File: src/hdl/p2ht_pkg.sv
package p2ht_pkg;

  localparam int COORD_BITS = 24;
  localparam int ROW_BITS   = COORD_BITS + 1;
  localparam int REG_BITS   = 16;
  localparam int DEN_BITS   = REG_BITS + 1;
  localparam int MUL_BITS   = 2 * REG_BITS;
  localparam int PROD_BITS  = DEN_BITS + REG_BITS;
  localparam int SUM_BITS   = PROD_BITS + 1;
  localparam int IN_W       = ((2 * COORD_BITS + 7) / 8) * 8;
  localparam int OUT_W      = ((COORD_BITS + ROW_BITS + 7) / 8) * 8;
  localparam int ADDR_W     = 4;
  localparam int DATA_W     = 32;

  localparam logic [REG_BITS-1:0] HALF_WIDTH_RST = 16'd443;
  localparam logic [REG_BITS-1:0] ROW_HEIGHT_RST = 16'd384;
  localparam logic [REG_BITS-1:0] TILE_RISE_RST  = 16'd128;

  typedef enum logic [1:0] {
    REG_HALF_WIDTH = 2'd0,
    REG_ROW_HEIGHT = 2'd1,
    REG_TILE_RISE  = 2'd2
  } reg_idx_t;

  // effective geometry, zero divisors already forced to one
  typedef struct packed {
    logic [REG_BITS-1:0] half_width;
    logic [REG_BITS-1:0] row_height;
    logic [REG_BITS-1:0] tile_rise;
  } cfg_t;

  typedef struct packed {
    logic [ROW_BITS-1:0]   row;
    logic [COORD_BITS-1:0] col;
  } tile_t;

endpackage

File: src/hdl/p2ht_slope.sv
module p2ht_slope (
  input  logic                          clk,
  input  logic                          rst_n,
  input  logic                          en,
  input  p2ht_pkg::cfg_t                cfg,
  input  logic                          in_vld,
  input  logic [p2ht_pkg::COORD_BITS-1:0] quo_x,
  input  logic [p2ht_pkg::COORD_BITS-1:0] quo_y,
  input  logic [p2ht_pkg::DEN_BITS-1:0]   rem_x,
  input  logic [p2ht_pkg::DEN_BITS-1:0]   rem_y,
  output logic                          out_vld,
  output p2ht_pkg::tile_t               tile
);
  import p2ht_pkg::*;

  // stage a: products
  logic                  a_vld_r;
  logic [COORD_BITS-1:0] a_x_r, a_y_r;
  logic [MUL_BITS-1:0]   a_lhs_r, a_rh_r;
  logic [PROD_BITS-1:0]  a_rox_r;
  logic                  a_ge_r;
  logic [MUL_BITS-1:0]   a_lhs_nxt, a_rh_nxt;
  logic [PROD_BITS-1:0]  a_rox_nxt;

  // stage b: edge decisions
  logic                  b_vld_r;
  logic [COORD_BITS-1:0] b_x_r, b_y_r;
  logic                  b_dx_r, b_dy_r;
  logic                  b_dx_nxt, b_dy_nxt;
  logic [SUM_BITS-1:0]   lhs_w, rh_w, rox_w, s_lr, s_lh;
  logic                  c_above_l, c_above_r, c_odd_r, c_odd_l;

  // stage c: adjusted tile
  logic                  c_vld_r;
  tile_t                 c_tile_r;

  assign a_lhs_nxt = rem_y[REG_BITS-1:0] * cfg.half_width;
  assign a_rh_nxt  = cfg.tile_rise * cfg.half_width;
  assign a_rox_nxt = rem_x * cfg.tile_rise;

  always_ff @(posedge clk) begin
    if (!rst_n) begin
      a_vld_r <= 1'b0;
      b_vld_r <= 1'b0;
      c_vld_r <= 1'b0;
    end else if (en) begin
      a_vld_r <= in_vld;
      b_vld_r <= a_vld_r;
      c_vld_r <= b_vld_r;
    end
  end

  always_ff @(posedge clk) begin
    if (en) begin
      a_x_r   <= quo_x;
      a_y_r   <= quo_y;
      a_lhs_r <= a_lhs_nxt;
      a_rh_r  <= a_rh_nxt;
      a_rox_r <= a_rox_nxt;
      a_ge_r  <= (rem_x >= {1'b0, cfg.half_width});
    end
  end

  assign lhs_w = SUM_BITS'(a_lhs_r);
  assign rh_w  = SUM_BITS'(a_rh_r);
  assign rox_w = SUM_BITS'(a_rox_r);
  assign s_lr  = lhs_w + rox_w;
  assign s_lh  = lhs_w + rh_w;

  assign c_above_l = (s_lr < rh_w);
  assign c_above_r = (s_lh < rox_w);
  assign c_odd_r   = (s_lr < {rh_w[SUM_BITS-2:0], 1'b0});
  assign c_odd_l   = (lhs_w < rox_w);

  always_comb begin
    b_dx_nxt = 1'b0;
    b_dy_nxt = 1'b0;
    if (!a_y_r[0]) begin
      if (c_above_l) begin
        b_dx_nxt = 1'b1;
        b_dy_nxt = 1'b1;
      end else if (c_above_r) begin
        b_dy_nxt = 1'b1;
      end
    end else if (a_ge_r) begin
      b_dy_nxt = c_odd_r;
    end else if (c_odd_l) begin
      b_dy_nxt = 1'b1;
    end else begin
      b_dx_nxt = 1'b1;
    end
  end

  always_ff @(posedge clk) begin
    if (en) begin
      b_x_r  <= a_x_r;
      b_y_r  <= a_y_r;
      b_dx_r <= b_dx_nxt;
      b_dy_r <= b_dy_nxt;
      c_tile_r.col <= b_x_r - COORD_BITS'(b_dx_r);
      c_tile_r.row <= {1'b0, b_y_r} - ROW_BITS'(b_dy_r);
    end
  end

  assign out_vld = c_vld_r;
  assign tile    = c_tile_r;

endmodule

File: config.mk
export PLATFORM = sky130hd
export DESIGN_NAME = p2ht_slope
export DESIGN_NICKNAME = d
export VERILOG_FILES = /design/src/hdl/p2ht_pkg.sv /design/src/hdl/p2ht_slope.sv
export SDC_FILE = /design/constraint.sdc
export NUM_CORES = 2
export LEC_CHECK = 0
export BUFFER_PORTS_ARGS = -buffer_cell sky130_fd_sc_hd__buf_2
export CORE_ASPECT_RATIO = 0.6
export CORE_MARGIN = 2
export CORE_UTILIZATION = 60
export DETAILED_ROUTE_END_ITERATION = 10
export PLACE_DENSITY = 0.78
export REMOVE_ABC_BUFFERS = 1
export SYNTH_ARGS = -nofsm -noshare
export SYNTH_HDL_FRONTEND = slang
export SYNTH_SLANG_ARGS = --single-unit
File: constraint.sdc
create_clock -name clk -period 15.7 [get_ports clk]
set_clock_uncertainty 0.1 [all_clocks]
set_input_delay 4.71 -clock clk [delete_from_list [all_inputs] [get_ports clk]]
set_output_delay 4.71 -clock clk [all_outputs]
set_load 0.005 [all_outputs]
==> impl_metrics.toml <==
[min_path]
min_path_type = "flip-flop to flip-flop"
min_from = "a_x_r[1]"

[final_layout]
area_delta_synth_final_pct = 6.18
final_cell_mix = "inv_1 (786), fa_1 (598), ha_1 (523), nand2_1 (501), and2_1 (366)"
final_layout_size_suffix_gt1_share_pct = 5.63
final_common_cell = "inv_1"
fill_cells = 5308
fin_nets = 5481

[setup_path]
critPathCapture = "a_lhs_r[31]"
cpMostUsedCell = "fa_1"
worstSetupPathDepth = 22
max_stage_delay_ps = 700
worst-path-buf-inv = 4
reg2reg_to = "b_dy_r"
cp_top_family = "adder cells"
crit_path_end_kind = "flip-flop"
critPathLaunchType = "input pin"
crit_slowest_cell = "buf_2"
path_cells = "buf_2 > nand2_1 > fa_1 > fa_1 > inv_1 > fa_1 > fa_1 > fa_1 > inv_1 > fa_1 > inv_1 > ha_1 > and2_1 > a21oi_1 > nand2_1 > o31a_1 > nor3_1 > a21oi_1 > a41o_1 > o41ai_1 > o21ai_0 > xnor2_1"
required_ps = 15860
crit_type = "input pin to flip-flop"
reg2reg_depth = 20
crit_arrival_ps = 11990
r2r_setup_slack_ps = 10020
reg2reg_from = "a_lhs_r[12]"
worstSetupStartpoint = "cfg[39]"
cp_max_fo = 33

[route]
first_pass_iters = 8
drt_iter0_markers = 2225
route.detailed.drc = 0
via_per_inst = 5.62
wl_per_cell_um = 19.1
ant_nets = 0
vias = 28900
drt_wl_total_mm = 98.1

[cts]
clockBufferDepth = 3
cts_tree = "done"
cts_buffers = 26
cts-resized-gates = 0
cts_num_sinks = 248
clk_latency_ps = 540
cts.clk_slew.worst_paths_ps = 70
hold_buffers = 0
clock-root-buffer = "clkbuf_16"
cts-htree-levels = 1
post-cts-setup-buffers = 0

[logic_synthesis]
avgSynthCellArea_um2 = 9.64
synth_edf_count = 245
synth_warnings = 0
synth_seq_cells = 248
synthArstFlopShare_pct = 0
synth_cells = 4164
ys_types = 79
synth-seq-area-share_pct = 18.5
netlist_area_um2 = 40200
ys.flop_type = "edfxtp_1"

[placement]
dp_hpwl_mm = 76.0
finalWeightedCongestion = 0.950
io_buffers = 166
dp_worst_setup_slack_ps = 3570

[grt]
grt_pass1_vias = 29500
grt_pass1_wl_mm = 158
track_usage_pct = 29.3
grt_max_degree = 120
grt_remaining_overflow = 0
grt_antenna_before_repair = 3

[floorplanning]
core_area_um2 = 66200
fp-row-count = 73
start_util_pct = 60.6
die_area_um2 = 69100
ios = 184
die_h_um = 204
die_w_um = 338

[sta]
fmax_ghz = 0.0845
maxSlewHeadroom_pct = 36.4
tightest_slew_ps = 955
hold_viol = 0
drv_slew = 0
rsz0062_at_grt = "false"
fin_ws_ps = 3870
fin_crit_sh_pct = 75.4
post-route-min-period_ps = 11830
finalSetupViolCount = 0
fin_setup_tns_ps = 0

[status]
status = "complete, no violations"

[run]
cap_violations = 0
-- cell usage after synthesis, types with 25 or more instances --
cell type / number / share of area [%]
xnor2_1: 122 / 2.7
and2_1: 366 / 5.7
a21o_1: 73 / 1.4
ha_1: 523 / 16
nand4_1: 33 / 0.51
nor2b_1: 39 / 0.61
nand3_1: 25 / 0.31
a21oi_1: 155 / 1.9
inv_1: 786 / 7.3
edfxtp_1: 245 / 18
nor2_1: 114 / 1.1
clkbuf_1: 139 / 1.3
o21ai_0: 76 / 0.95
nor3_1: 40 / 0.50
xor2_1: 60 / 1.3
nand2_1: 501 / 4.7
fa_1: 598 / 30
nand2b_1: 28 / 0.44
-- how the worst min path moves through the flow --
| stage | endpoint | slack, ps | depth (start not counted) |
|---|---|---|---|
| CTS | b_x_r[1] | 310 | 0 |
| global placement | b_x_r[3] | 300 | 0 |
| detailed placement | b_x_r[14] | 300 | 0 |
| floorplan | b_x_r[0] | 300 | 0 |
| finish | b_x_r[1] | 320 | 0 |
| global route | b_x_r[1] | 320 | 0 |
-- worst reg2reg max path, stage by stage, from the launching register on --
cell,delay [ps]
edfxtp_1,480
ha_1,450
or4_4,580
nand2b_4,160
or3_1,310
a211oi_2,290
o32ai_1,210
a21oi_4,220
a31oi_2,160
or2_1,280
o21ai_1,150
xnor2_1,170
ha_1,290
a21o_1,170
a21o_1,170
a21oi_1,200
nor2b_1,190
o2111ai_1,190
a221oi_1,390
o221a_2,240
a21boi_1,140
-- state kept, by name (all words and copies together) (netlist names) --
name and cells:
a_rox_r 33, b_dy_r 1, a_rh_r 32, b_y_r 24, a_vld_r 1, b_dx_r 1, a_lhs_r 32, b_x_r 24
a_ge_r 1, tile 49, a_y_r 24, out_vld 1, a_x_r 24, b_vld_r 1
-- routing by layer --
layer  GRT usage [%]  wire, um  up-vias
li1                -         -    13400
met1            44.5     44200    14100
met2            42.5     40400     1298
met3            7.91     11900      128
met4            5.17      1600        0
met5               0         0        -
-- stage by stage --
stage | cell area [um^2] | cells | hold WS, ps | util [%]
after detailed placement | 41700 | 5098 | 305 | 62.9
after floorplan | 39600 | 4025 | 300 | -
after global routing | 42600 | 5146 | 319 | 64.4
after CTS | 42600 | 5146 | 315 | 64.4
final | 42600 | 5147 | 317 | 64.4
after global placement | 41700 | 5098 | 300 | 62.9
-- kinds of logic after synthesis --
logic type      after synthesis  synth area share, %
flops                       248                 18.5
compound gates              475                 7.78
mux                           4               0.0997
buf+inv                     925                 8.65
fa+ha+maj                  1121                 46.1
xor+xnor                    182                 3.97
simple gates               1209                 14.9
-- layout make-up --
type | count | area [um^2] | area share [%]
flip-flops and latches | 248 | 7420 | 17.4
well taps | 900 | 1130 | 2.64
clock buffers | 27 | 676 | 1.58
repair buffers | 173 | 893 | 2.10
multi-input cells | 2991 | 29300 | 68.6
inverters | 786 | 2950 | 6.92
diodes | 1 | 2.50 | 0.00587
clock inverters | 21 | 307 | 0.719
Power is not shown: default switching activity piles up to over one toggle a cycle in this logic, so the estimate is an artifact.
