$ cat src/hdl/p2ht_pkg.sv
package p2ht_pkg;

  localparam int COORD_BITS = 24;
  localparam int ROW_BITS   = COORD_BITS + 1;
  localparam int REG_BITS   = 16;
  localparam int DEN_BITS   = REG_BITS + 1;
  localparam int MUL_BITS   = 2 * REG_BITS;
  localparam int PROD_BITS  = DEN_BITS + REG_BITS;
  localparam int SUM_BITS   = PROD_BITS + 1;
  localparam int IN_W       = ((2 * COORD_BITS + 7) / 8) * 8;
  localparam int OUT_W      = ((COORD_BITS + ROW_BITS + 7) / 8) * 8;
  localparam int ADDR_W     = 4;
  localparam int DATA_W     = 32;

  localparam logic [REG_BITS-1:0] HALF_WIDTH_RST = 16'd443;
  localparam logic [REG_BITS-1:0] ROW_HEIGHT_RST = 16'd384;
  localparam logic [REG_BITS-1:0] TILE_RISE_RST  = 16'd128;

  typedef enum logic [1:0] {
    REG_HALF_WIDTH = 2'd0,
    REG_ROW_HEIGHT = 2'd1,
    REG_TILE_RISE  = 2'd2
  } reg_idx_t;

  // effective geometry, zero divisors already forced to one
  typedef struct packed {
    logic [REG_BITS-1:0] half_width;
    logic [REG_BITS-1:0] row_height;
    logic [REG_BITS-1:0] tile_rise;
  } cfg_t;

  typedef struct packed {
    logic [ROW_BITS-1:0]   row;
    logic [COORD_BITS-1:0] col;
  } tile_t;

endpackage

$ cat src/hdl/p2ht_div.sv
module p2ht_div (
  input  logic                          clk,
  input  logic                          rst_n,
  input  logic                          en,
  input  logic                          in_vld,
  input  logic [p2ht_pkg::COORD_BITS-1:0] num_x,
  input  logic [p2ht_pkg::COORD_BITS-1:0] num_y,
  input  logic [p2ht_pkg::DEN_BITS-1:0]   den_x,
  input  logic [p2ht_pkg::DEN_BITS-1:0]   den_y,
  output logic                          out_vld,
  output logic [p2ht_pkg::COORD_BITS-1:0] quo_x,
  output logic [p2ht_pkg::COORD_BITS-1:0] quo_y,
  output logic [p2ht_pkg::DEN_BITS-1:0]   rem_x,
  output logic [p2ht_pkg::DEN_BITS-1:0]   rem_y
);
  import p2ht_pkg::*;

  // restoring division, one quotient bit per stage, both lanes in step
  logic                  vld_r [COORD_BITS];
  logic [COORD_BITS-1:0] nx_r  [COORD_BITS];
  logic [COORD_BITS-1:0] ny_r  [COORD_BITS];
  logic [COORD_BITS-1:0] qx_r  [COORD_BITS];
  logic [COORD_BITS-1:0] qy_r  [COORD_BITS];
  logic [DEN_BITS-1:0]   rx_r  [COORD_BITS];
  logic [DEN_BITS-1:0]   ry_r  [COORD_BITS];

  for (genvar s = 0; s < COORD_BITS; s++) begin : g_stage
    logic                  pv;
    logic [COORD_BITS-1:0] pnx, pny, pqx, pqy;
    logic [DEN_BITS-1:0]   prx, pry;
    logic [DEN_BITS:0]     tx, ty;
    logic                  gx, gy;

    if (s == 0) begin : g_first
      assign pv  = in_vld;
      assign pnx = num_x;
      assign pny = num_y;
      assign pqx = '0;
      assign pqy = '0;
      assign prx = '0;
      assign pry = '0;
    end else begin : g_next
      assign pv  = vld_r[s-1];
      assign pnx = nx_r[s-1];
      assign pny = ny_r[s-1];
      assign pqx = qx_r[s-1];
      assign pqy = qy_r[s-1];
      assign prx = rx_r[s-1];
      assign pry = ry_r[s-1];
    end

    assign tx = {prx, pnx[COORD_BITS-1]};
    assign ty = {pry, pny[COORD_BITS-1]};
    assign gx = (tx >= {1'b0, den_x});
    assign gy = (ty >= {1'b0, den_y});

    always_ff @(posedge clk) begin
      if (!rst_n) begin
        vld_r[s] <= 1'b0;
      end else if (en) begin
        vld_r[s] <= pv;
      end
    end

    always_ff @(posedge clk) begin
      if (en) begin
        nx_r[s] <= {pnx[COORD_BITS-2:0], 1'b0};
        ny_r[s] <= {pny[COORD_BITS-2:0], 1'b0};
        qx_r[s] <= {pqx[COORD_BITS-2:0], gx};
        qy_r[s] <= {pqy[COORD_BITS-2:0], gy};
        rx_r[s] <= gx ? DEN_BITS'(tx - {1'b0, den_x}) : tx[DEN_BITS-1:0];
        ry_r[s] <= gy ? DEN_BITS'(ty - {1'b0, den_y}) : ty[DEN_BITS-1:0];
      end
    end
  end

  assign out_vld = vld_r[COORD_BITS-1];
  assign quo_x   = qx_r[COORD_BITS-1];
  assign quo_y   = qy_r[COORD_BITS-1];
  assign rem_x   = rx_r[COORD_BITS-1];
  assign rem_y   = ry_r[COORD_BITS-1];

endmodule

$ cat config.mk
export PLATFORM = sky130hd
export DESIGN_NAME = p2ht_div
export DESIGN_NICKNAME = d
export VERILOG_FILES = /design/src/hdl/p2ht_pkg.sv /design/src/hdl/p2ht_div.sv
export SDC_FILE = /design/constraint.sdc
export NUM_CORES = 2
export LEC_CHECK = 0
export ABC_AREA = 1
export BUFFER_PORTS_ARGS = -buffer_cell sky130_fd_sc_hd__buf_4
export CELL_PAD_IN_SITES_DETAIL_PLACEMENT = 1
export CELL_PAD_IN_SITES_GLOBAL_PLACEMENT = 2
export CORE_MARGIN = 10
export CORE_UTILIZATION = 43
export DETAILED_ROUTE_END_ITERATION = 10
export GPL_ROUTABILITY_DRIVEN = 0
export PLACE_DENSITY = 0.95
export SETUP_SLACK_MARGIN = 0.5
export SLEW_MARGIN = 20
export SYNTH_ARGS = -nofsm -noshare
export SYNTH_HDL_FRONTEND = slang
export SYNTH_SLANG_ARGS = --single-unit
$ cat constraint.sdc
create_clock -name clk -period 6.9 [get_ports clk]
set_input_delay 1.035 -clock clk [delete_from_list [all_inputs] [get_ports clk]]
set_output_delay 1.035 -clock clk [all_outputs]
set_load 0.005 [all_outputs]
==> results.txt <==
* Status: completed
* Mean Syn Cell Area: about 8.3 um^2
* Syn_nets: 15.8k
- Syn Std Cell Area: around 0.12 mm^2
- During placement, the flow inserted port buffers numbering 168.
* Wirelength per Cell: 19.1 um
- First-iteration detailed-routing DRC count: ~7k
- CTS tree: yes
* Post-detailed-placement half-perimeter wirelength: 269000 um
- Via count normalized by instance count: 5.12
- Timing analysis after detailed placement gives a worst setup slack of 2390 ps.
- CTS buffer count: 228
- CTS placed an instance of sky130_fd_sc_hd__clkbuf_16 at the clock tree root.
* Clock latency on the worst-skew pair: 900 ps
* Worst hold-check slack: 305 ps
* Final worst path period share: 53.7%
- Setup violators final: 0
- For the finished layout, the period the worst path requires is between 3000 and 4000 ps.
- The clock passes through at most 4 buffers.
* Clk slew on worst S/H paths: 60 ps
- Leading cell type in the layout, fill and taps excluded: sky130_fd_sc_hd__nand2_1
- For the worst flop-to-flop path, the logic depth is 14.
- STA classifies the critical path startpoint as an input pin.
* H-Tree Level Count: 4
- End of the worst register-to-register path: ry_r[2][81]
* Largest net degree at the start of global routing: 212
- Count of clock tree sinks: 1992
- Once placement completed, the tool counted placed cells totaling 18.7k.
- For this block, the via count after detailed routing is 97.9k.
* Total of flip-flops plus latches after synthesis: approximately 2.0k
* Nature of the critical path endpoint: flop
- Met3 Usage GRT: under 10%
- Leaving out fill and tap cells, the most frequent cells in the layout are sky130_fd_sc_hd__nand2_1, sky130_fd_sc_hd__inv_1, sky130_fd_sc_hd__edfxtp_1, sky130_fd_sc_hd__nand3_1, sky130_fd_sc_hd__ha_1.
* Post-Route Setup TNS: 0 ps
- The tool flagged a number of max-cap violations equal to 0.
- Once the clock tree was built, the resizer swapped 0 gates to a different size.
- The number of slew-limit violations in the final report came to 0.
* Endpoint of the worst hold-timing path: ny_r[0][17]
* Post-detailed-routing wire length: around 360000 um
- Once detail routing completed, the nets flagged for antenna violations numbered 0.
- Measured against its own limit, the worst slew margin works out to between 20% and 30%.
- In this run the standard cell core region covers 0.286 mm^2.
* Maximum clock rate: 270 MHz
- Async set or reset register ratio after synthesis: 0%
* Initial cell density of the core: between 40% and 50%
- During synthesis, Yosys emitted a total of 0 warnings.
- At the end of the flow, the number of nets in the layout was 16.1k.
- Fraction of met1 tracks used by global routing: 32.5%
* Gr ovfl total: 0
- Compared with the post-synthesis result, the final layout area differs by 10.6%.
- Utilization after layout: between 40% and 50%
* Worst EP required: 7490 ps
- In this run the register-to-register setup slack is 4210 ps.
* CTS hold repair buffers: 0
* Vias in the first global route: 102k
- In this run, synthesis inferred 1991 flip-flops with an integrated enable.
- Summed over all cells, the static leakage comes to 68.2 nW.
* Critical Setup Path Class: in -> reg
* CP max FO: 18
- Along the worst hold path, the cell count comes to 1.
* RR Startpoint: ny_r[2][91]
- Gate Count Post-Synth: approximately 15k
* Post-CTS Setup Repair Bufs: 0
- Wire length of the first global-routing pass: 574000 um
* Maximum vdd drop: 203 uV
- At the pin with the least slew margin, the transition time is 1190 ps.
* Total number of placement rows: approximately 200
* Non-filler instance count after layout: roughly 19k
- For met2 alone, demand over resource in global routing was 37.9%.
- Die boundary width: 557 um
* Die Span Y: 557 um
* Sequential area share after synthesis: 48.3%
- The worst hold path begins at num_y[17].
* Share of layout cells above drive strength 1: 6.73%
- Across every metal layer, demand over resource in global routing totals 23.0%.
* Critical Path AT: between 4000 and 5000 ps
* Hold Fails Final Rpt: 0
* Smallest setup slack after layout: 3200 ps
* Power density of the placed cells: 451 mW/mm^2
* Routing layer with the top usage in global route: met2
- In the routed design, unresolved DRC markers number 0.
- Antenna violations before repair: 8
* Worst min-delay path category: in -> reg
* Unique cell type count in the Yosys netlist: 44
- Top-level port count: 169
- Setup repair after global routing left no endpoint under its margin.
- Area of the die: 0.310 mm^2
- Among all flip-flop cells after synthesis, the most frequent one is sky130_fd_sc_hd__edfxtp_1.
* Largest clock skew in the final design: 42.6 ps
- Count of TritonRoute iterations in the first routing pass: 5
[worst max-delay path by stage]
stage                         start            to  slack [ps]  cells past startpoint
after global routing      den_x[12]   rx_r[4][14]        3130                     14
after global placement    den_x[12]   rx_r[4][14]        2480                     13
after floorplan            den_y[1]  ry_r[0][100]        2930                     12
after CTS                 den_x[12]   rx_r[4][14]        3340                     13
after detailed placement  den_x[12]   rx_r[4][14]        2390                     13
final                     den_x[12]   rx_r[4][14]        3200                     13
[where the power goes]
part	switching [mW]	total, mW	internal [mW]	leakage (nW)
Combinational	19.2	28.7	9.45	44.9
Clock	5.19	12.8	7.63	3.75
Sequential	2.52	20.2	17.7	19.6
[kinds of logic after synthesis]
family	synth area share (%)
AO/OA/AOI/OAI	2.13
XOR/XNOR	2.28
adder cells (fa/ha/maj)	8.68
buffers and inverters	8.46
flip-flops	48.3
AND/OR/NAND/NOR	30.2
[cells in the mapped netlist (2+ instances only)]
cell	instances	share of area, %
sky130_fd_sc_hd__nand2_1	5972	18
sky130_fd_sc_hd__inv_1	2419	7.3
sky130_fd_sc_hd__edfxtp_1	1991	48
sky130_fd_sc_hd__nand3_1	1342	5.4
sky130_fd_sc_hd__ha_1	786	7.9
sky130_fd_sc_hd__nor2_1	603	1.8
sky130_fd_sc_hd__a21oi_1	441	1.8
sky130_fd_sc_hd__xor2_1	276	2.0
sky130_fd_sc_hd__nand2_2	155	0.78
sky130_fd_sc_hd__nand2_4	89	0.81
sky130_fd_sc_hd__nand4_1	85	0.43
sky130_fd_sc_hd__buf_4	81	0.49
sky130_fd_sc_hd__and2_1	64	0.32
sky130_fd_sc_hd__nor3_1	54	0.22
sky130_fd_sc_hd__or2_1	50	0.25
sky130_fd_sc_hd__xnor2_1	47	0.33
sky130_fd_sc_hd__fa_1	46	0.74
sky130_fd_sc_hd__nor2_4	46	0.42
sky130_fd_sc_hd__and3_1	44	0.22
sky130_fd_sc_hd__nor4_4	44	0.76
sky130_fd_sc_hd__nor2_2	39	0.20
sky130_fd_sc_hd__buf_2	37	0.15
sky130_fd_sc_hd__buf_6	36	0.33
sky130_fd_sc_hd__nand3b_1	30	0.18
sky130_fd_sc_hd__o21a_1	23	0.14
sky130_fd_sc_hd__o21ai_2	21	0.15
sky130_fd_sc_hd__or2_0	13	0.066
sky130_fd_sc_hd__buf_8	9	0.11
sky130_fd_sc_hd__inv_2	9	0.027
sky130_fd_sc_hd__nand3_2	5	0.040
sky130_fd_sc_hd__a21oi_2	4	0.028
sky130_fd_sc_hd__nand2_8	3	0.048
sky130_fd_sc_hd__o21ai_0	3	0.012
sky130_fd_sc_hd__o21ai_1	3	0.012
sky130_fd_sc_hd__clkbuf_1	2	0.0061
sky130_fd_sc_hd__nor3_2	2	0.016
sky130_fd_sc_hd__nor3b_2	2	0.020
sky130_fd_sc_hd__or2_2	2	0.010
[registers in the layout (all words and copies together) (netlist names)]
| signal | count |
|---|---|
| ny_r | 276 |
| qy_r | 300 |
| nx_r | 276 |
| ry_r | 408 |
| qx_r | 300 |
| vld_r | 24 |
| rx_r | 408 |
[per-stage QoR]
stage / total power [mW] / area [um^2]
floorplan: 40.4 / 124000
global placement: 47.7 / 129000
detailed placement: 48.8 / 129000
CTS: 62.0 / 137000
global route: 66.9 / 137000
finish: 61.7 / 137000
[layer usage]
layer	vias to the layer above	wire length [um]
li1	48262	-
met5	-	33
met4	6	9330
met3	511	16300
met1	47289	172000
met2	1866	168000
[critical path: stages]
cell and delay (ps):
sky130_fd_sc_hd__buf_4 120, sky130_fd_sc_hd__inv_2 810, sky130_fd_sc_hd__buf_4 530, sky130_fd_sc_hd__ha_1 370, sky130_fd_sc_hd__nand2_2 120, sky130_fd_sc_hd__inv_1 50, sky130_fd_sc_hd__nand2_1 50, sky130_fd_sc_hd__nand2_1 70
sky130_fd_sc_hd__and3_1 170, sky130_fd_sc_hd__nor2_4 400, sky130_fd_sc_hd__nand2_4 270, sky130_fd_sc_hd__nand2_1 130, sky130_fd_sc_hd__nand2_1 100
[area by class of cell]
| type | instances | area, um^2 |
|---|---|---|
| Tap cell | 3762 | 4710 |
| Clock inverter | 156 | 1890 |
| Clock buffer | 261 | 5950 |
| Timing Repair Buffer | 224 | 1920 |
| Antenna cell | 2 | 5.00 |
| Sequential cell | 1992 | 59800 |
| Inverter | 2429 | 9120 |
| Fill cell | 34215 | 149000 |
| Multi-Input combinational cell | 10297 | 53600 |
(Power assumes the default switching activity.)
