===== config.mk =====
export PLATFORM = sky130hd
export DESIGN_NAME = p2ht_skid
export DESIGN_NICKNAME = d
export VERILOG_FILES = /design/src/hdl/p2ht_pkg.sv /design/src/hdl/p2ht_skid.sv
export SDC_FILE = /design/constraint.sdc
export NUM_CORES = 1
export LEC_CHECK = 0
export BUFFER_PORTS_ARGS = -buffer_cell sky130_fd_sc_hd__buf_2
export CAP_MARGIN = 40
export CORE_MARGIN = 1
export CORE_UTILIZATION = 45
export CTS_CLUSTER_DIAMETER = 80
export DETAILED_ROUTE_END_ITERATION = 7
export PLACE_DENSITY = 0.69
export RECOVER_POWER = 25
export SETUP_SLACK_MARGIN = 0.1
export SLEW_MARGIN = 20
export SYNTH_ARGS = -nofsm -noshare
export SYNTH_HDL_FRONTEND = slang
export SYNTH_SLANG_ARGS = --single-unit

===== constraint.sdc =====
create_clock -name clk -period 8.4 [get_ports clk]
set_input_delay 0.84 -clock clk [delete_from_list [all_inputs] [get_ports clk]]
set_output_delay 0.84 -clock clk [all_outputs]
set_load 0.005 [all_outputs]

===== src/hdl/p2ht_pkg.sv =====
package p2ht_pkg;

  localparam int COORD_BITS = 24;
  localparam int ROW_BITS   = COORD_BITS + 1;
  localparam int REG_BITS   = 16;
  localparam int DEN_BITS   = REG_BITS + 1;
  localparam int MUL_BITS   = 2 * REG_BITS;
  localparam int PROD_BITS  = DEN_BITS + REG_BITS;
  localparam int SUM_BITS   = PROD_BITS + 1;
  localparam int IN_W       = ((2 * COORD_BITS + 7) / 8) * 8;
  localparam int OUT_W      = ((COORD_BITS + ROW_BITS + 7) / 8) * 8;
  localparam int ADDR_W     = 4;
  localparam int DATA_W     = 32;

  localparam logic [REG_BITS-1:0] HALF_WIDTH_RST = 16'd443;
  localparam logic [REG_BITS-1:0] ROW_HEIGHT_RST = 16'd384;
  localparam logic [REG_BITS-1:0] TILE_RISE_RST  = 16'd128;

  typedef enum logic [1:0] {
    REG_HALF_WIDTH = 2'd0,
    REG_ROW_HEIGHT = 2'd1,
    REG_TILE_RISE  = 2'd2
  } reg_idx_t;

  // effective geometry, zero divisors already forced to one
  typedef struct packed {
    logic [REG_BITS-1:0] half_width;
    logic [REG_BITS-1:0] row_height;
    logic [REG_BITS-1:0] tile_rise;
  } cfg_t;

  typedef struct packed {
    logic [ROW_BITS-1:0]   row;
    logic [COORD_BITS-1:0] col;
  } tile_t;

endpackage


===== src/hdl/p2ht_skid.sv =====
module p2ht_skid (
  input  logic            clk,
  input  logic            rst_n,
  input  logic            in_vld,
  input  p2ht_pkg::tile_t in_tile,
  output logic            en,
  output logic            out_tvalid,
  input  logic            out_tready,
  output p2ht_pkg::tile_t out_tile
);
  import p2ht_pkg::*;

  logic  out_vld_r;
  logic  skid_vld_r;
  tile_t out_tile_r;
  tile_t skid_tile_r;

  always_ff @(posedge clk) begin
    if (!rst_n) begin
      out_vld_r  <= 1'b0;
      skid_vld_r <= 1'b0;
    end else if (skid_vld_r) begin
      if (out_tready) begin
        out_vld_r  <= 1'b1;
        skid_vld_r <= 1'b0;
      end
    end else if (in_vld) begin
      if (!out_vld_r || out_tready) begin
        out_vld_r <= 1'b1;
      end else begin
        skid_vld_r <= 1'b1;
      end
    end else if (out_tready) begin
      out_vld_r <= 1'b0;
    end
  end

  always_ff @(posedge clk) begin
    if (skid_vld_r) begin
      if (out_tready) begin
        out_tile_r <= skid_tile_r;
      end
    end else if (in_vld) begin
      if (!out_vld_r || out_tready) begin
        out_tile_r <= in_tile;
      end else begin
        skid_tile_r <= in_tile;
      end
    end
  end

  assign en         = !skid_vld_r;
  assign out_tvalid = out_vld_r;
  assign out_tile   = out_tile_r;

endmodule


==> results of run 1 <==
[flip-flops by register name, indices dropped and copies added, names as in the netlist]
| name | cells |
|---|---|
| skid_vld_r | 1 |
| skid_tile_r | 49 |
| out_tile | 49 |
| out_tvalid | 1 |
[power breakdown]
group	total, W	leakage [nW]	switching (W)	internal, W
registers	0.000583	0.937	0.00000667	0.000577
clock network	0.000297	0.0943	0.000159	0.000138
logic	0.0000736	0.662	0.0000340	0.0000396
total	0.000954	1.69	0.000200	0.000754
[per-layer routing]
metal | vias to the layer above | global-route usage | wire length (um)
li1 | 872 | - | -
met1 | 881 | 0.178 | 2660
met2 | 75 | 0.204 | 2750
met3 | 13 | 0.0346 | 419
met4 | 0 | 0.0884 | 168
met5 | - | 0 | 0
[critical path: stages, from the launching register on]
cell and delay, ps:
dfxtp_1 1030, inv_1 130, buf_2 170
[cell usage after synthesis]
cell type	count	area [um^2]
inv_1	1	3.75
a21boi_0	1	7.51
a21oi_1	1	5.00
dfxtp_1	2	40.0
mux2i_1	1	10.0
edfxtp_1	98	2940
nand2b_1	2	12.5
nand2_1	1	3.75
buf_12	4	80.1
mux2_2	3	33.8
nor3_1	1	5.00
buf_6	2	22.5
o22a_1	1	8.76
mux2_4	46	691
nor2_1	1	3.75
[per-stage QoR]
step	instances	power (W)	hold slack, ps
2_1_floorplan	165	0.000635	495
3_3_place_gp	369	0.000670	487
3_5_place_dp	371	0.000675	526
4_1_cts	387	0.000969	540
5_1_grt	387	0.000989	566
6_report	387	0.000954	539
[cells by family after synthesis]
kind of cell | count (synthesis) | synth area share
buffers and inverters | 7 | 0.0275
muxes | 50 | 0.190
DFF | 100 | 0.771
AOI/OAI and AO/OA | 3 | 0.00550
and+or+nand+nor | 5 | 0.00646
[worst max-delay path by stage]
stage | cells past startpoint | to | slack (ps)
floorplan | 2 | skid_tile_r[0] | 3640
global placement | 1 | out_tile[24] | 5940
detailed placement | 3 | out_tile[42] | 6270
CTS | 2 | en | 6350
global route | 2 | en | 5790
finish | 2 | en | 5880
[area by class of cell]
cell class                 instances  area, um^2
clock buffer                      10         128
clock inverter                     6        63.8
fill                             692        3660
inverter                           1        3.75
multi-input combinational         58         746
sequential                       100        2980
tap                              105         131
timing repair buffer             107         544
==> flow_summary.ini, run 1 <==
[layout]
nets = 330
drive_above_1_share = 0.454
layout_common_cells = edfxtp_1 (98), buf_2 (70), mux2_4 (35)
final_util = 0.557
finish.instance_area_mm2 = 0.00460
area_delta_synth_final_pct = 18.8
diodes = 0
mostFrequentLayoutCell = edfxtp_1

[sta]
slew_headroom = 0.293
fin_crit_sh = 0.300
worst_pin_slew_ps = 1060
period_minus_slack_ps = 2520
rsz0062_at_grt = false
clock.fmax_mhz = 397
tns_ps = 0
slew_viol_final = 0
finalSetupViolCount = 0
finalWorstSetupSlack_ps = 5880
hold_viol_final = 0
skew_ps = 10.2

[synthesis]
ys_warn_count = 0
synth_fp_nets = 218
yosys.cell_types.count = 15
ys_seq_area_frac = 0.771
synth.cell_area_mm2 = 0.00387
netlist_instances = 165
synth.avg_cell_area_um2 = 23.5
ys_seq_elements = 100

[drt]
firstDrtPassIters = 4
wire_per_inst_um = 15.5
num_vias = 1841
drtAntennaViolNets = 0
viasPerCell = 4.76
drtIter0Drc = 59
drt_wl_total_um = 5990
drc = 0

[clock_tree]
cts_buffer_depth = 2
postCtsHoldBufs = 0
clk_pin_slew_ps = 80
cts_resized = 0
cts_setup_buffers = 0
cts_tree = yes
cts.sinks = 100
clk_latency_ps = 350
ctsHtreeMaxLevel = 3
clock-root-buffer = clkbuf_8
cts_made_buffers = 9

[worst_setup_path]
r2r_start = skid_vld_r
arrival_ps = 1680
endpoint_kind = output pin
startpoint = skid_vld_r
r2r_slack_ps = 6080
cp_max_fo = 20
cp.required_ps = 7560
r2r_cells = 2
r2r_end = out_tile[17]
criticalPathCategory = flop to output pin
cp-start-kind = flop

[hold_path]
holdPathStages = 2
min_path_type = flop to flop
min_from = out_tvalid
worstHoldEndpoint = out_tvalid

[floorplan]
die_h_um = 94.7
start_util = 0.469
ios = 104
coreArea_mm2 = 0.00826
dieArea_mm2 = 0.00897
dieWidth_um = 94.7
rows = 33

[global_routing]
grt_pass1_wl_um = 8750
grt_max_degree = 36
gr-total-overflow = 0
grt_usage = 0.137
grt_pass1_vias = 1718
antenna_found_initial = 0

[placement]
pre_cts_ws_ps = 6270
placed_cell_area_mm2 = 0.00449
place_congestion = 0.680
portBuffers = 103

[pwr]
peakVddDrop_uv = 97.4
powerDensity_mw_per_mm2 = 207
p_leak_nw = 1.69

[outcome]
status = complete, no violations

[flow_run]
max-cap-violations = 0
Note: power is estimated with default switching activity, not from simulation.
==> run 2: changes to the inputs <==
--- a/config.mk
+++ b/config.mk
@@ -5,13 +5,14 @@
 export SDC_FILE = /design/constraint.sdc
 export NUM_CORES = 1
 export LEC_CHECK = 0
+export ABC_AREA = 1
 export BUFFER_PORTS_ARGS = -buffer_cell sky130_fd_sc_hd__buf_2
 export CAP_MARGIN = 40
 export CORE_MARGIN = 1
 export CORE_UTILIZATION = 45
 export CTS_CLUSTER_DIAMETER = 80
 export DETAILED_ROUTE_END_ITERATION = 7
-export PLACE_DENSITY = 0.69
+export PLACE_DENSITY = 0.72
 export RECOVER_POWER = 25
 export SETUP_SLACK_MARGIN = 0.1
 export SLEW_MARGIN = 20
==> constraint.sdc (replaced) <==
create_clock -name clk -period 2.1 [get_ports clk]
set_input_delay 0.21 -clock clk [delete_from_list [all_inputs] [get_ports clk]]
set_output_delay 0.21 -clock clk [all_outputs]
set_load 0.005 [all_outputs]
==> flow_summary.ini, run 2 <==
[layout]
layout_common_cells = nand2_1 (153), edfxtp_1 (98), buf_2 (69)
drive_above_1_share = 0.235
fin_cells = 489
nets = 436
mostFrequentLayoutCell = nand2_1
diodes = 0
area_delta_synth_final_pct = 20.1

[placement]
hpwl_um = 3940
portBuffers = 103
place_congestion = 0.729
dp.cells = 474

[worst_setup_path]
path_cells = inv_2 > buf_4 > buf_2
cp-start-kind = flop
cp_max_fo = 30
slowest_stage = buf_4
cp.required_ps = 1890
cp_slowest_stage_delay_ps = 380
arrival_ps = 1560
r2r_slack_ps = 370
criticalPathCategory = flop to output pin
endpoint_kind = output pin

[synthesis]
synth-edff-count = 98
ys_seq_elements = 100
yosys-top-cells-area = edfxtp_1 (80%), nand2_1 (15%), dfxtp_1 (1.1%)
yosysMostFrequentCell = nand2_1
synth.avg_cell_area_um2 = 13.4
yosys.cell_types.count = 12
ys_warn_count = 0
yosys.area.top_type = edfxtp_1
yosys-top-cells-count = nand2_1 (152), edfxtp_1 (98), inv_1 (7)
async_flop_share = 0
yosys_most_used_dff = edfxtp_1
synth_top_cell_area_share = 0.796
netlist_instances = 276
synth.cell_area_mm2 = 0.00370
ys_seq_area_frac = 0.807
synth_fp_nets = 329

[pwr]
p_leak_nw = 1.82
powerDensity_mw_per_mm2 = 821
peakVddDrop_uv = 426

[clock_tree]
postCtsHoldBufs = 0
cts_resized = 0
ctsHtreeMaxLevel = 3
clock-root-buffer = clkbuf_8
clk_latency_ps = 350
cts_buffer_depth = 2
cts_tree = yes
cts_setup_buffers = 0
cts_made_buffers = 9
cts.sinks = 100
clk_pin_slew_ps = 90

[sta]
slew_headroom = 0.667
worst_pin_slew_ps = 500
tns_ps = 0
finalSetupViolCount = 0
rsz0062_at_grt = false
skew_ps = 9.31
clock.fmax_mhz = 565
slew_viol_final = 0
fin_crit_sh = 0.843
hold_viol_final = 0
period_minus_slack_ps = 1770

[floorplan]
dieArea_mm2 = 0.00858
rows = 32
ios = 104
die_h_um = 92.6
start_util = 0.471
dieWidth_um = 92.6
coreArea_mm2 = 0.00785

[global_routing]
grt_max_degree = 50
grt_pass1_wl_um = 9780
gr-total-overflow = 0
grt_pass1_vias = 2069
antenna_found_initial = 0
grt_usage = 0.153

[drt]
drtIter0Drc = 123
viasPerCell = 4.52
drtAntennaViolNets = 0
drc = 0
drt_wl_total_um = 6110
wire_per_inst_um = 12.5
firstDrtPassIters = 5
num_vias = 2208

[outcome]
status = complete, no violations

[flow_run]
max-cap-violations = 0

[hold_path]
min_path_type = input port to flop
[run 2: changes by cell type after synthesis, moves of 4 or more]
| cell | previous run | this run |
|---|---|---|
| inv_1 | 1 | 7 |
| nand2_1 | 1 | 152 |
| buf_2 | 0 | 4 |
| mux2_4 | 46 | 0 |
| buf_4 | 0 | 5 |
| buf_12 | 4 | 0 |
[run 2: routing by layer]
layer	GRT usage	wire length, um
met4	0.0808	120
met3	0.0287	352
met2	0.223	2730
met1	0.219	2910
met5	0	0
[run 2: cell families (layout without fill, tap and decap cells)]
logic type             count (synthesis)  after routing  synth area share
flip-flops                           100            100             0.807
buffers and inverters                 19            130            0.0298
AO/OA/AOI/OAI                          1              1           0.00237
AND/OR/NAND/NOR                      156            156             0.161
[run 2: area by class of cell]
cell class | instances | area, um^2
Fill cell | 681 | 3410
Inverter | 8 | 33.8
Timing Repair Buffer | 107 | 528
Clock buffer | 11 | 131
Tap cell | 102 | 128
Multi-Input combinational cell | 157 | 609
Sequential cell | 100 | 2980
Clock inverter | 4 | 27.5
[run 2: report_power, final]
| group | total (W) | switching (W) | internal [W] |
|---|---|---|---|
| clock | 0.00102 | 0.000601 | 0.000424 |
| sequential | 0.00234 | 0.0000252 | 0.00232 |
| combinational | 0.000279 | 0.000165 | 0.000114 |
| total | 0.00364 | 0.000791 | 0.00285 |
[run 2: worst max-delay path, delay by kind of cell, from the launching register on]
kind                   cells  cell delay [ps]
buffers and inverters      3              850
flip-flops                 1              360
[run 2: final timing paths]
check,cells past startpoint,endpoint,startpoint
hold / removal,1,skid_tile_r[33],in_tile[33]
setup / recovery,3,en,skid_vld_r
hold reg to reg,2,out_tile[26],skid_tile_r[26]
setup reg to reg,5,skid_tile_r[38],out_tvalid
[run 2: metrics by stage]
stage	hold slack, ps	util	total power (W)	instance area, um^2	setup slack (ps)
6_report	49.6	0.566	0.00364	4440	331
5_1_grt	21.4	0.566	0.00380	4440	200
4_1_cts	24.1	0.572	0.00370	4490	287
3_5_place_dp	404	0.551	0.00268	4330	403
3_3_place_gp	404	0.551	0.00267	4330	482
2_1_floorplan	308	-	0.00251	3710	354
==> run 3: changes to the inputs <==
--- a/config.mk
+++ b/config.mk
@@ -5,14 +5,14 @@
 export SDC_FILE = /design/constraint.sdc
 export NUM_CORES = 1
 export LEC_CHECK = 0
-export ABC_AREA = 1
+export ABC_AREA = 0
 export BUFFER_PORTS_ARGS = -buffer_cell sky130_fd_sc_hd__buf_2
 export CAP_MARGIN = 40
 export CORE_MARGIN = 1
 export CORE_UTILIZATION = 45
 export CTS_CLUSTER_DIAMETER = 80
 export DETAILED_ROUTE_END_ITERATION = 7
-export PLACE_DENSITY = 0.72
+export PLACE_DENSITY = 0.69
 export RECOVER_POWER = 25
 export SETUP_SLACK_MARGIN = 0.1
 export SLEW_MARGIN = 20
==> constraint.sdc (replaced) <==
create_clock -name clk -period 1.65 [get_ports clk]
set_input_delay 0.165 -clock clk [delete_from_list [all_inputs] [get_ports clk]]
set_output_delay 0.165 -clock clk [all_outputs]
set_load 0.005 [all_outputs]
==> flow_summary.ini, run 3 (synthesis results as in run 1) <==
[outcome]
status = complete, no violations

[floorplan]
dieArea_mm2 = 0.00897
coreArea_mm2 = 0.00826
dieWidth_um = 94.7
ios = 104
start_util = 0.469
die_h_um = 94.7
rows = 33

[worst_setup_path]
endpoint_kind = flop
slowest_stage = dfxtp_4
r2r_cells = 2
r2r_end = out_tile[44]
r2r_start = skid_vld_r
cp_max_fo = 22
criticalPathCategory = flop to flop
r2r_slack_ps = 320
arrival_ps = 1420
cp.required_ps = 1750
path_cells = buf_12 > mux2_4
cp-start-kind = flop
cp_slowest_stage_delay_ps = 510

[clock_tree]
clk_latency_ps = 350
cts.sinks = 100
clock-root-buffer = clkbuf_8
cts_buffer_depth = 2
ctsHtreeMaxLevel = 3
clk_pin_slew_ps = 90
postCtsHoldBufs = 34
cts_tree = yes
cts_setup_buffers = 0
cts_made_buffers = 9
cts_resized = 0

[drt]
viasPerCell = 4.59
drtIter0Drc = 56
drc = 0
num_vias = 1948
drtAntennaViolNets = 0
drt_wl_total_um = 6170
firstDrtPassIters = 4
wire_per_inst_um = 14.5

[pwr]
p_leak_nw = 1.86
power_w = 0.00507
peakVddDrop_uv = 640
powerDensity_mw_per_mm2 = 1010

[placement]
dp.cells = 373
place_congestion = 0.694
hpwl_um = 4070
portBuffers = 103

[layout]
mostFrequentLayoutCell = edfxtp_1
layout_common_cells = edfxtp_1 (98), buf_2 (56), mux2_4 (46), clkbuf_1 (46), dlygate4sd3_1 (35)
nets = 367
multiInputGateArea_um2 = 793
regArea_mm2 = 0.00299
drive_above_1_share = 0.404
fin_cells = 424
area_delta_synth_final_pct = 30.4
fillers = 671
final_util = 0.611
diodes = 0

[flow_run]
max-cap-violations = 0

[sta]
tns_ps = 0
finalSetupViolCount = 0
fin_crit_sh = 0.804
slew_headroom = 0.827
period_minus_slack_ps = 1330
rsz0062_at_grt = false
slew_viol_final = 0
clock.fmax_mhz = 754
skew_ps = 12.1
hold_viol_final = 0
worst_pin_slew_ps = 259
fin_hold_ws_ps = 36.9

[hold_path]
holdPathStages = 1
min_path_type = input port to flop
worstHoldEndpoint = skid_tile_r[46]
min_from = in_tile[46]

[global_routing]
antenna_found_initial = 0
grt_max_degree = 34
grt_pass1_vias = 1970
grt_pass1_wl_um = 9540
grt_usage = 0.144
gr-total-overflow = 0
## run 3: changes by cell type in the layout (fill, tap and decap cells not counted), moves of 2 or more
cell / change
mux2_4: +46
bufinv_16: +2
dlygate4sd3_1: +35
clkbuf_1: +10
buf_12: +3
mux2_2: +3
nand2_1: -152
buf_2: -13
inv_1: -5
nand2b_1: +2
clkinvlp_4: -3
nor2_4: -2
## run 3: power breakdown
part	total [W]	internal (W)	switching [W]
logic	0.000453	0.000270	0.000183
registers	0.00297	0.00293	0.0000367
clock network	0.00165	0.000850	0.000798
## run 3: how the worst max path moves through the flow
stage | start | end | slack, ps | depth (start not counted)
after CTS | skid_vld_r | out_tile[0] | 320 | 2
after detailed placement | skid_vld_r | out_tile[19] | 320 | 2
after global routing | skid_vld_r | out_tile[42] | 280 | 2
after global placement | skid_vld_r | out_tile[16] | 330 | 2
after floorplan | skid_vld_r | skid_tile_r[0] | -580 | 3
final | skid_vld_r | out_tile[44] | 320 | 2
## run 3: critical path, delay by kind of cell (launching register included)
kind,cells,cell delay (ps)
buffers and inverters,1,250
DFF,1,510
muxes,1,320
## run 3: routing by layer
layer,routed length [um],track usage
met2,2990,0.223
met5,0,0
met1,2770,0.195
met4,96,0.0606
met3,308,0.0330
## run 3: layout make-up
cell class	count	share of cell area
clock buffers	9	0.0246
well taps	105	0.0260
flip-flops and latches	100	0.592
inverters	1	0.000744
repair buffers	144	0.182
multi-input cells	58	0.157
clock inverters	7	0.0179
## run 3: metrics by stage
step                      cell area [um^2]  setup WS [ps]
after floorplan                       3890           -575
after global placement                4540            331
after detailed placement              4540            321
after CTS                             5090            316
after global routing                  5040            281
final                                 5040            324
